`src/simple_register_machine_execute_assert.svh`:
```
// ----------------------------------------------------------------------------
// Assertion macros for the register machine execute block
// Concurrent checks clocked by clk_i and disabled while rst_ni is low.
// ----------------------------------------------------------------------------
`ifndef SIMPLE_REGISTER_MACHINE_EXECUTE_ASSERT_SVH
`define SIMPLE_REGISTER_MACHINE_EXECUTE_ASSERT_SVH

// Same-cycle implication: cons holds whenever ante holds.
`define SMRE_ASSERT_IMP(label, ante, cons) \
  label: assert property (@(posedge clk_i) disable iff (!rst_ni) (ante) |-> (cons)) \
    else $error("smre: same-cycle check failed");

// Next-cycle implication: cons holds in the cycle after ante.
`define SMRE_ASSERT_NXT(label, ante, cons) \
  label: assert property (@(posedge clk_i) disable iff (!rst_ni) (ante) |=> (cons)) \
    else $error("smre: next-cycle check failed");

`endif

```
`src/smre_ram.sv`:
```
// ----------------------------------------------------------------------------
// smre_ram
// Generic single-write, single-read RAM with registered read data.
// ----------------------------------------------------------------------------
`default_nettype none

module smre_ram #(
  parameter int Width = 32,
  parameter int Depth = 16,
  localparam int Aw   = (Depth > 1) ? $clog2(Depth) : 1
) (
  input  wire logic             clk_i,
  input  wire logic             we_i,
  input  wire logic [Aw-1:0]    waddr_i,
  input  wire logic [Width-1:0] wdata_i,
  input  wire logic             re_i,
  input  wire logic [Aw-1:0]    raddr_i,
  output      logic [Width-1:0] rdata_o
);

  logic [Width-1:0] mem_q [Depth];

  always_ff @(posedge clk_i) begin
    if (we_i) begin
      mem_q[waddr_i] <= wdata_i;
    end
  end

  // Read returns the old contents on a same-address write
  always_ff @(posedge clk_i) begin
    if (re_i) begin
      rdata_o <= mem_q[raddr_i];
    end
  end

endmodule

`default_nettype wire

```
`config.mk`:
```
export PLATFORM = sky130hd
export DESIGN_NAME = smre_ram
export DESIGN_NICKNAME = d
export VERILOG_FILES = /design/src/simple_register_machine_execute_assert.svh /design/src/smre_ram.sv
export SDC_FILE = /design/constraint.sdc
export NUM_CORES = 1
export LEC_CHECK = 0
export ABC_CLOCK_PERIOD_IN_PS = 12900
export BUFFER_PORTS_ARGS = -buffer_cell sky130_fd_sc_hd__buf_2
export CORE_ASPECT_RATIO = 0.5
export CORE_MARGIN = 3
export CORE_UTILIZATION = 50
export DETAILED_ROUTE_END_ITERATION = 12
export PLACE_DENSITY = 0.71
export SYNTH_ARGS = -nofsm -noshare
export SYNTH_HDL_FRONTEND = slang
export SYNTH_SLANG_ARGS = --single-unit
```
`constraint.sdc`:
```
create_clock -name clk_i -period 12.9 [get_ports clk_i]
set_clock_uncertainty 0.1 [all_clocks]
set_input_delay 2.58 -clock clk_i [delete_from_list [all_inputs] [get_ports clk_i]]
set_output_delay 2.58 -clock clk_i [all_outputs]
set_load 0.05 [all_outputs]
```
==> results.ini <==
[outcome]
outcome = finished, final reports clean

[cts]
cts_setup_buffers = 0
clk_pin_slew_ns = 0.07
cts_max_level = 2
cts_sinks = 544
postCtsHoldBufs = 0
worst_skew_pair.late_latency_ns = 0.56
numCtsBuffers = 47
cts_tree = done
cts_root_buf = clkbuf_16
cts_buffer_depth = 3
cts-resized-gates = 0

[yosys]
synth_cell_types = 17
syn_area_um2 = 20170
synth_seq_area_share_pct = 80.97
synth_cells = 838
synth.area.top_cells = edfxtp_1 (81%), mux4_2 (14%), a22oi_1 (2.4%)
yosysTopAreaCell = edfxtp_1
synth_nets = 881
synth_top_area_share_pct = 80.97
ys_warn_count = 0
synth-seq-cells = 544
syn_area_per_cell_um2 = 24.07

[sta]
fin_crit_ns = 5.255
setup_violations = 0
whs_ns = 0.6497
setup-tns-final_ns = 0
hold_violations = 0
rsz0062_at_grt = no
slew_violations = 0
slew_headroom_pct = 27.47
max_freq_mhz = 190.3
worstMarginPinSlew_ns = 1.088
period_share_pct = 40.73

[routing]
wl_per_cell_um = 27.68
drc_errors = 0
ant_nets = 0
vias_per_cell = 6.062
first_pass_iters = 5
via_count = 9172
finalWirelength_mm = 41.87
drtIter0Drc = 1148

[placed_design]
routabilityCongestion = 0.7340
dp_cells = 1425
dp_hpwl_mm = 20.38
port_buffers = 74

[global_route]
grt_pass1_vias = 9433
grt_max_degree = 77
antenna_found_initial = 1
track_usage_pct = 19.88
grt_pass1_wl_mm = 62.78
grt_overflow = 0

[cells_and_area]
fillers = 2712
area_growth_pct = 13.04
final_cells = 1513
drive_above_1_share_pct = 31.87
fin_nets = 987

[die]
pin_count = 75
die_w_um = 290.1
initial_utilization_pct = 51.24
coreArea_um2 = 39370
dieArea_um2 = 42940
die_y_um = 148.0
num_rows = 51

[worst_hold_path]
hold_class = reg2reg

[worst_setup_path]
worstPathRequired_ns = 13.09
start_kind = primary input
cp.arrival_ns = 5.45
critPathKind = in2reg
crit_path_max_fanout = 65
worstSetupEndpointType = flop

[flow_run]
maxCapViolCount = 0

[power]
leakage_nw = 7.214
p_per_area_nw_per_um2 = 155.6
peakVddDrop_mv = 0.1039

kinds of logic after synthesis:
kind of cell	synth area share, %
AND/OR/NAND/NOR	1.253
buffers and inverters	1.104
flip-flops	80.97
AO/OA/AOI/OAI	2.382
multiplexers	14.29
final cells by class:
cell class                      count  area, um2  share of cell area (%)
Sequential cell                   544      16340                   71.63
Clock buffer                       59       1264                   5.541
Multi-Input combinational cell    251       3750                   16.44
Antenna cell                        1      2.502                 0.01097
Tap cell                          530      663.1                   2.908
Clock inverter                     28      214.0                  0.9382
Timing Repair Buffer              100      576.8                   2.529
placed cells by master (no fill, tap or decap), types with 2 or more instances in the layout:
cell and instances:
nor2_4 13, buf_2 72, edfxtp_1 544, nor2b_4 2, clkinv_2 6, clkinv_1 13
mux4_2 128, buf_4 27, nand3b_1 2, nand2b_1 2, clkinvlp_4 6, nor3_2 4
clkbuf_16 49, a22oi_1 64, bufinv_16 3, clkbuf_1 10, nand2_1 33
synth_stat cells:
master    instances
buf_1             9
nor3_1            4
nor2b_1           2
edfxtp_1        544
clkbuf_1         17
buf_4            11
nor2_1           13
and2_1            1
nand2b_1          2
buf_6             2
nand3b_1          2
buf_2             4
or3b_2            1
nand2_1          33
mux4_2          128
nand3_1           1
a22oi_1          64
power breakdown:
group	internal (W)	leakage [nW]	switching, W
registers	0.00199	4.94	0.0000112
clock network	0.000755	0.703	0.000596
logic	0.0000678	1.57	0.000128
total	0.00281	7.21	0.000735
state kept, by name, indices dropped and copies added (netlist names):
signal	cells
mem_q	512
rdata_o	32
critical path, stage by stage:
cell      delay (ns)
clkbuf_8        0.60
buf_4           0.71
buf_4           0.60
mux4_2          0.58
a22oi_1         0.20
nand2_1         0.09
metrics by stage:
| step | util (%) | area, um2 | worst slack (ns) | power (W) |
|---|---|---|---|---|
| final | 57.92 | 22810 | 7.645 | 0.003549 |
| after global routing | 57.92 | 22810 | 7.268 | 0.003665 |
| after CTS | 57.92 | 22800 | 7.523 | 0.003574 |
| after detailed placement | 54.16 | 21330 | 6.943 | 0.002236 |
| after global placement | 54.16 | 21330 | 7.009 | 0.002229 |
| after floorplan | - | 20170 | 7.040 | 0.002163 |
worst paths after layout:
path	startpoint	end	slack, ns	cells past startpoint
setup / recovery	raddr_i[0]	rdata_o[16]	7.65	6
hold / removal	mem_q[6][15]	rdata_o[15]	0.65	3
setup reg to reg	mem_q[11][6]	rdata_o[6]	11.36	3
hold reg to reg	mem_q[6][15]	rdata_o[15]	0.65	3
metal layers:
layer  track usage (%)  wire length, um  up-vias
met5                 0                0        -
li1                  -                -     3825
met4             5.131              895        0
met2             32.29            20810      415
met1             28.38            16720     4863
met3             3.723             3450       69
Note: power is estimated with default switching activity, not from simulation.
