<file path="config.mk">
export PLATFORM = sky130hd
export DESIGN_NAME = smre_exec
export DESIGN_NICKNAME = d
export VERILOG_FILES = /design/src/simple_register_machine_execute_assert.svh /design/src/smre_pkg.sv /design/src/smre_exec.sv
export SDC_FILE = /design/constraint.sdc
export NUM_CORES = 1
export LEC_CHECK = 0
export BUFFER_PORTS_ARGS = -buffer_cell sky130_fd_sc_hd__buf_4
export CORE_UTILIZATION = 47
export DETAILED_ROUTE_END_ITERATION = 8
export GPL_ROUTABILITY_DRIVEN = 0
export PLACE_DENSITY = 0.91
export SETUP_SLACK_MARGIN = 0.3
export SLEW_MARGIN = 20
export SYNTH_ARGS = -nofsm -noshare
export SYNTH_HDL_FRONTEND = slang
export SYNTH_SLANG_ARGS = --single-unit
</file>
<file path="constraint.sdc">
create_clock -name vclk -period 7.24
set_input_delay 0.724 -clock vclk [all_inputs]
set_output_delay 0.724 -clock vclk [all_outputs]
set_load 0.005 [all_outputs]
</file>
<file path="src/simple_register_machine_execute_assert.svh">
// ----------------------------------------------------------------------------
// Assertion macros for the register machine execute block
// Concurrent checks clocked by clk_i and disabled while rst_ni is low.
// ----------------------------------------------------------------------------
`ifndef SIMPLE_REGISTER_MACHINE_EXECUTE_ASSERT_SVH
`define SIMPLE_REGISTER_MACHINE_EXECUTE_ASSERT_SVH

// Same-cycle implication: cons holds whenever ante holds.
`define SMRE_ASSERT_IMP(label, ante, cons) \
  label: assert property (@(posedge clk_i) disable iff (!rst_ni) (ante) |-> (cons)) \
    else $error("smre: same-cycle check failed");

// Next-cycle implication: cons holds in the cycle after ante.
`define SMRE_ASSERT_NXT(label, ante, cons) \
  label: assert property (@(posedge clk_i) disable iff (!rst_ni) (ante) |=> (cons)) \
    else $error("smre: next-cycle check failed");

`endif

</file>
<file path="src/smre_pkg.sv">
// ----------------------------------------------------------------------------
// smre_pkg
// Shared types and constants of the register machine execute block.
// ----------------------------------------------------------------------------
`default_nettype none

package smre_pkg;

  localparam int MemDepthDef  = 256;
  localparam int DataWidthDef = 32;
  localparam int RegCount     = 16;
  localparam int RegAw        = 4;

  typedef enum logic [3:0] {
    OP_LOAD  = 4'd1,
    OP_IMM   = 4'd2,
    OP_STORE = 4'd3,
    OP_MOVE  = 4'd4,
    OP_ADD   = 4'd5,
    OP_HALT  = 4'd12
  } opcode_e;

  typedef enum logic [1:0] {
    ST_EXEC    = 2'd0,
    ST_HALT    = 2'd1,
    ST_INVALID = 2'd2
  } status_e;

  typedef enum logic [1:0] {
    WK_NONE = 2'd0,
    WK_REG  = 2'd1,
    WK_MEM  = 2'd2
  } write_kind_e;

  // Write-back control from execute to the storage
  typedef struct packed {
    logic       rf_we;
    logic       mem_we;
    logic [7:0] addr;
  } wb_ctrl_t;

  // One result transaction
  typedef struct packed {
    status_e     status;
    write_kind_e kind;
    logic [7:0]  target;
    logic [31:0] value;
  } result_t;

endpackage

`default_nettype wire

</file>
<file path="src/smre_exec.sv">
// ----------------------------------------------------------------------------
// smre_exec
// Execute logic: decode one instruction, form the write-back and the result.
// ----------------------------------------------------------------------------
`default_nettype none

module smre_exec
  import smre_pkg::*;
#(
  parameter int DataWidth = DataWidthDef,
  parameter int MemDepth  = MemDepthDef
) (
  input  wire logic [15:0]          instr_i,
  input  wire logic [DataWidth-1:0] rf_a_i,
  input  wire logic [DataWidth-1:0] rf_b_i,
  input  wire logic [DataWidth-1:0] mem_i,
  output      wb_ctrl_t             wb_o,
  output      logic [DataWidth-1:0] wb_data_o,
  output      result_t              res_o
);

  localparam logic [8:0] MemDepthW = 9'(MemDepth);

  logic [3:0]  reg_idx;
  logic [7:0]  operand;
  logic [3:0]  hi_idx;
  logic        in_range;
  status_e     status;
  logic [63:0] wide;

  assign reg_idx  = instr_i[11:8];
  assign operand  = instr_i[7:0];
  assign hi_idx   = instr_i[7:4];
  assign in_range = ({1'b0, operand} < MemDepthW);

  always_comb begin
    wb_o      = '0;
    wb_data_o = '0;
    status    = ST_EXEC;
    case (opcode_e'(instr_i[15:12]))
      OP_LOAD: begin
        wb_o.rf_we = 1'b1;
        wb_o.addr  = {4'd0, reg_idx};
        wb_data_o  = in_range ? mem_i : '1;
      end
      OP_IMM: begin
        wb_o.rf_we = 1'b1;
        wb_o.addr  = {4'd0, reg_idx};
        wb_data_o  = DataWidth'(operand);
      end
      OP_STORE: begin
        // Drop stores beyond the memory
        if (in_range) begin
          wb_o.mem_we = 1'b1;
          wb_o.addr   = operand;
          wb_data_o   = rf_a_i;
        end
      end
      OP_MOVE: begin
        if (reg_idx == 4'd0) begin
          wb_o.rf_we = 1'b1;
          wb_o.addr  = {4'd0, hi_idx};
          wb_data_o  = rf_a_i;
        end else begin
          status = ST_INVALID;
        end
      end
      OP_ADD: begin
        wb_o.rf_we = 1'b1;
        wb_o.addr  = {4'd0, reg_idx};
        wb_data_o  = rf_a_i + rf_b_i;
      end
      OP_HALT: begin
        status = ST_HALT;
      end
      default: begin
        status = ST_INVALID;
      end
    endcase
  end

  assign wide = 64'(wb_data_o);

  always_comb begin
    res_o.status = status;
    res_o.kind   = wb_o.rf_we ? WK_REG : (wb_o.mem_we ? WK_MEM : WK_NONE);
    res_o.target = wb_o.addr;
    res_o.value  = wide[31:0];
  end

endmodule

`default_nettype wire

</file>
==> results.ini <==
[layout]
layout_common_cells=buf_4 (200), o21ai_0 (39), nand2_1 (32)
mostFrequentLayoutCell=buf_4
clkbuf_count=0
regArea_um2=0
seq_cells=0
nNetsFinal=686
drive_above_1_share=0.3944
fillers=473
syn_to_final_growth_pct=46.00
antenna_cells=0
layoutNonFillerInstCount=612

[grt]
overflow=0
grt_pass1_vias=3491
grt_pass1_wl_um=15460
grt_max_degree=24
antenna_found_initial=0
track_usage=0.3019

[timing]
max_freq_mhz=227.8
tightest_slew_ns=1.063
setup_tns_ns=0
rsz0062_at_grt=false
setup_slack_ns=2.851
hold_viol=0
fin_crit_sh=0.6063
finalSetupViolations=0
drv_slew=0
slew-limit-headroom=0.2905
period_needed_ns=4.389

[detailed_routing]
ant_nets=0
vias_per_cell=5.910
wirelength_um=9804
first_pass_iters=5
first_iter_violations=163
drcViolationCount=0
vias=3617
avgRoutedWirePerCell_um=16.02

[floorplanning]
ioPinCount=198
rows=27
core_um2=5540
die_h_um=78.08
die_x_um=78.08
die_area_um2=6096
initial_core_util=0.4910

[setup_path]
crit_path_max_incr_delay_ns=0.44
cp.arrival_ns=3.67
cp-end-kind=output port
path_class=primary input to output port
path_delay_family=compound AO/OA/AOI/OAI gates
crit_start=rf_a_i[10]
worst-path-max-fanout=7
start_kind=primary input
crit_slowest_cell=a2111oi_4
crit_chain=buf_4, ha_1, a21o_1, a21o_1, nor4b_4, nor3_2, o2111a_1, a2111oi_4, o221ai_2, o31ai_1, o221a_1, buf_4
crit_required_ns=6.52
critPathBufInv=2

[synthesis]
syn_area_per_cell_um2=6.921
synth.distinct_cells=54
ys_warn_count=0
synth_seq_area_share=0
syn_area_um2=2720
synthCells=393
synthesis.nets=537

[power_and_ir_drop]
power.share.clock=0
max-vdd-ir-drop_mv=0.04155
power_switching_uw=136.8
combPwrFrac=1.000
power_frac_seq=0
intPower_uw=144.7
powerDensity_nw_per_um2=70.90
switching_share=0.4860
p_leak_uw=0.002075

[status]
status=complete, no violations

[place]
hpwlAfterDp_um=8093
dp.cells=612
post-place-ws_ns=2.869
port_buffers=198

[cts]
ctsHoldBuffers=0
cts-resized-gates=0
cts_setup_buffers=0

[run]
max_cap_violations=0

[hold_path]
hp-class=primary input to output port
holdCritStartpoint=instr_i[0]

## cells in the mapped netlist, drive strengths merged (2+ instances only)
cell	count	share of area
o21bai	4	0.011
a222oi	9	0.033
o211ai	2	0.0055
nor4bb	2	0.0074
a22oi	17	0.047
xnor2	16	0.052
a21oi	31	0.057
inv	18	0.025
nand4	2	0.0046
or2	3	0.0069
nor3	8	0.017
o21a	5	0.014
and3	6	0.014
or3	2	0.0046
nor2	23	0.032
xor2	8	0.026
mux2i	9	0.033
a311oi	2	0.0064
clkbuf	10	0.014
nand2	32	0.044
nand3	8	0.015
and2	6	0.014
a21o	14	0.039
ha	31	0.14
o31ai	5	0.014
a211oi	4	0.013
nand2b	5	0.011
nor4b	3	0.017
o31a	2	0.0064
buf	43	0.12
o2111a	2	0.0083
a221o	3	0.011
o21ai	43	0.079
## path summary, 6_finish.rpt
kind	to	slack, ns	cells after the start
max	res_o[31]	2.85	12
min	res_o[32]	1.78	4
## worst min-delay path: stages
cell	delay, ns
buf_4	0.09
a222oi_1	0.05
inv_1	0.08
buf_4	0.11
## cell families after synthesis
logic type | count (synthesis) | share of synthesized area
compound gates | 151 | 0.3800
xor+xnor | 24 | 0.07728
fa+ha+maj | 32 | 0.1500
buf+inv | 71 | 0.1546
mux | 10 | 0.03726
simple gates | 105 | 0.2010
## power groups by stage
stage	registers [uW]	clock network (uW)	logic [uW]
2_1_floorplan	0	0	171
3_3_place_gp	0	0	270
3_5_place_dp	0	0	276
4_1_cts	0	0	278
5_1_grt	0	0	308
6_report	0	0	282
## through the flow
step	hold WS, ns	total power [uW]	util	cell area [um2]
floorplan	1.531	170.5	-	2720
global placement	1.757	270.3	0.7157	3965
detailed placement	1.770	276.3	0.7157	3965
CTS	1.768	278.3	0.7157	3965
global route	1.791	307.8	0.7168	3971
finish	1.776	281.6	0.7168	3971
## layout make-up
| type | count | area, um2 | share of cell area |
|---|---|---|---|
| inverters | 18 | 67.56 | 0.01701 |
| multi-input cells | 322 | 2312 | 0.5822 |
| repair buffers | 200 | 1501 | 0.3781 |
| well taps | 72 | 90.09 | 0.02268 |
## layer usage
metal | up-vias | share of wire | GRT usage | wire length, um
li1 | 1744 | - | - | -
met3 | 12 | 0.071 | 0.03721 | 700
met1 | 1680 | 0.38 | 0.3268 | 3743
met2 | 181 | 0.53 | 0.6070 | 5237
met4 | 0 | 0.013 | 0.07407 | 123
met5 | - | 0 | 0 | 0
Power figures use the tool's default switching activity.
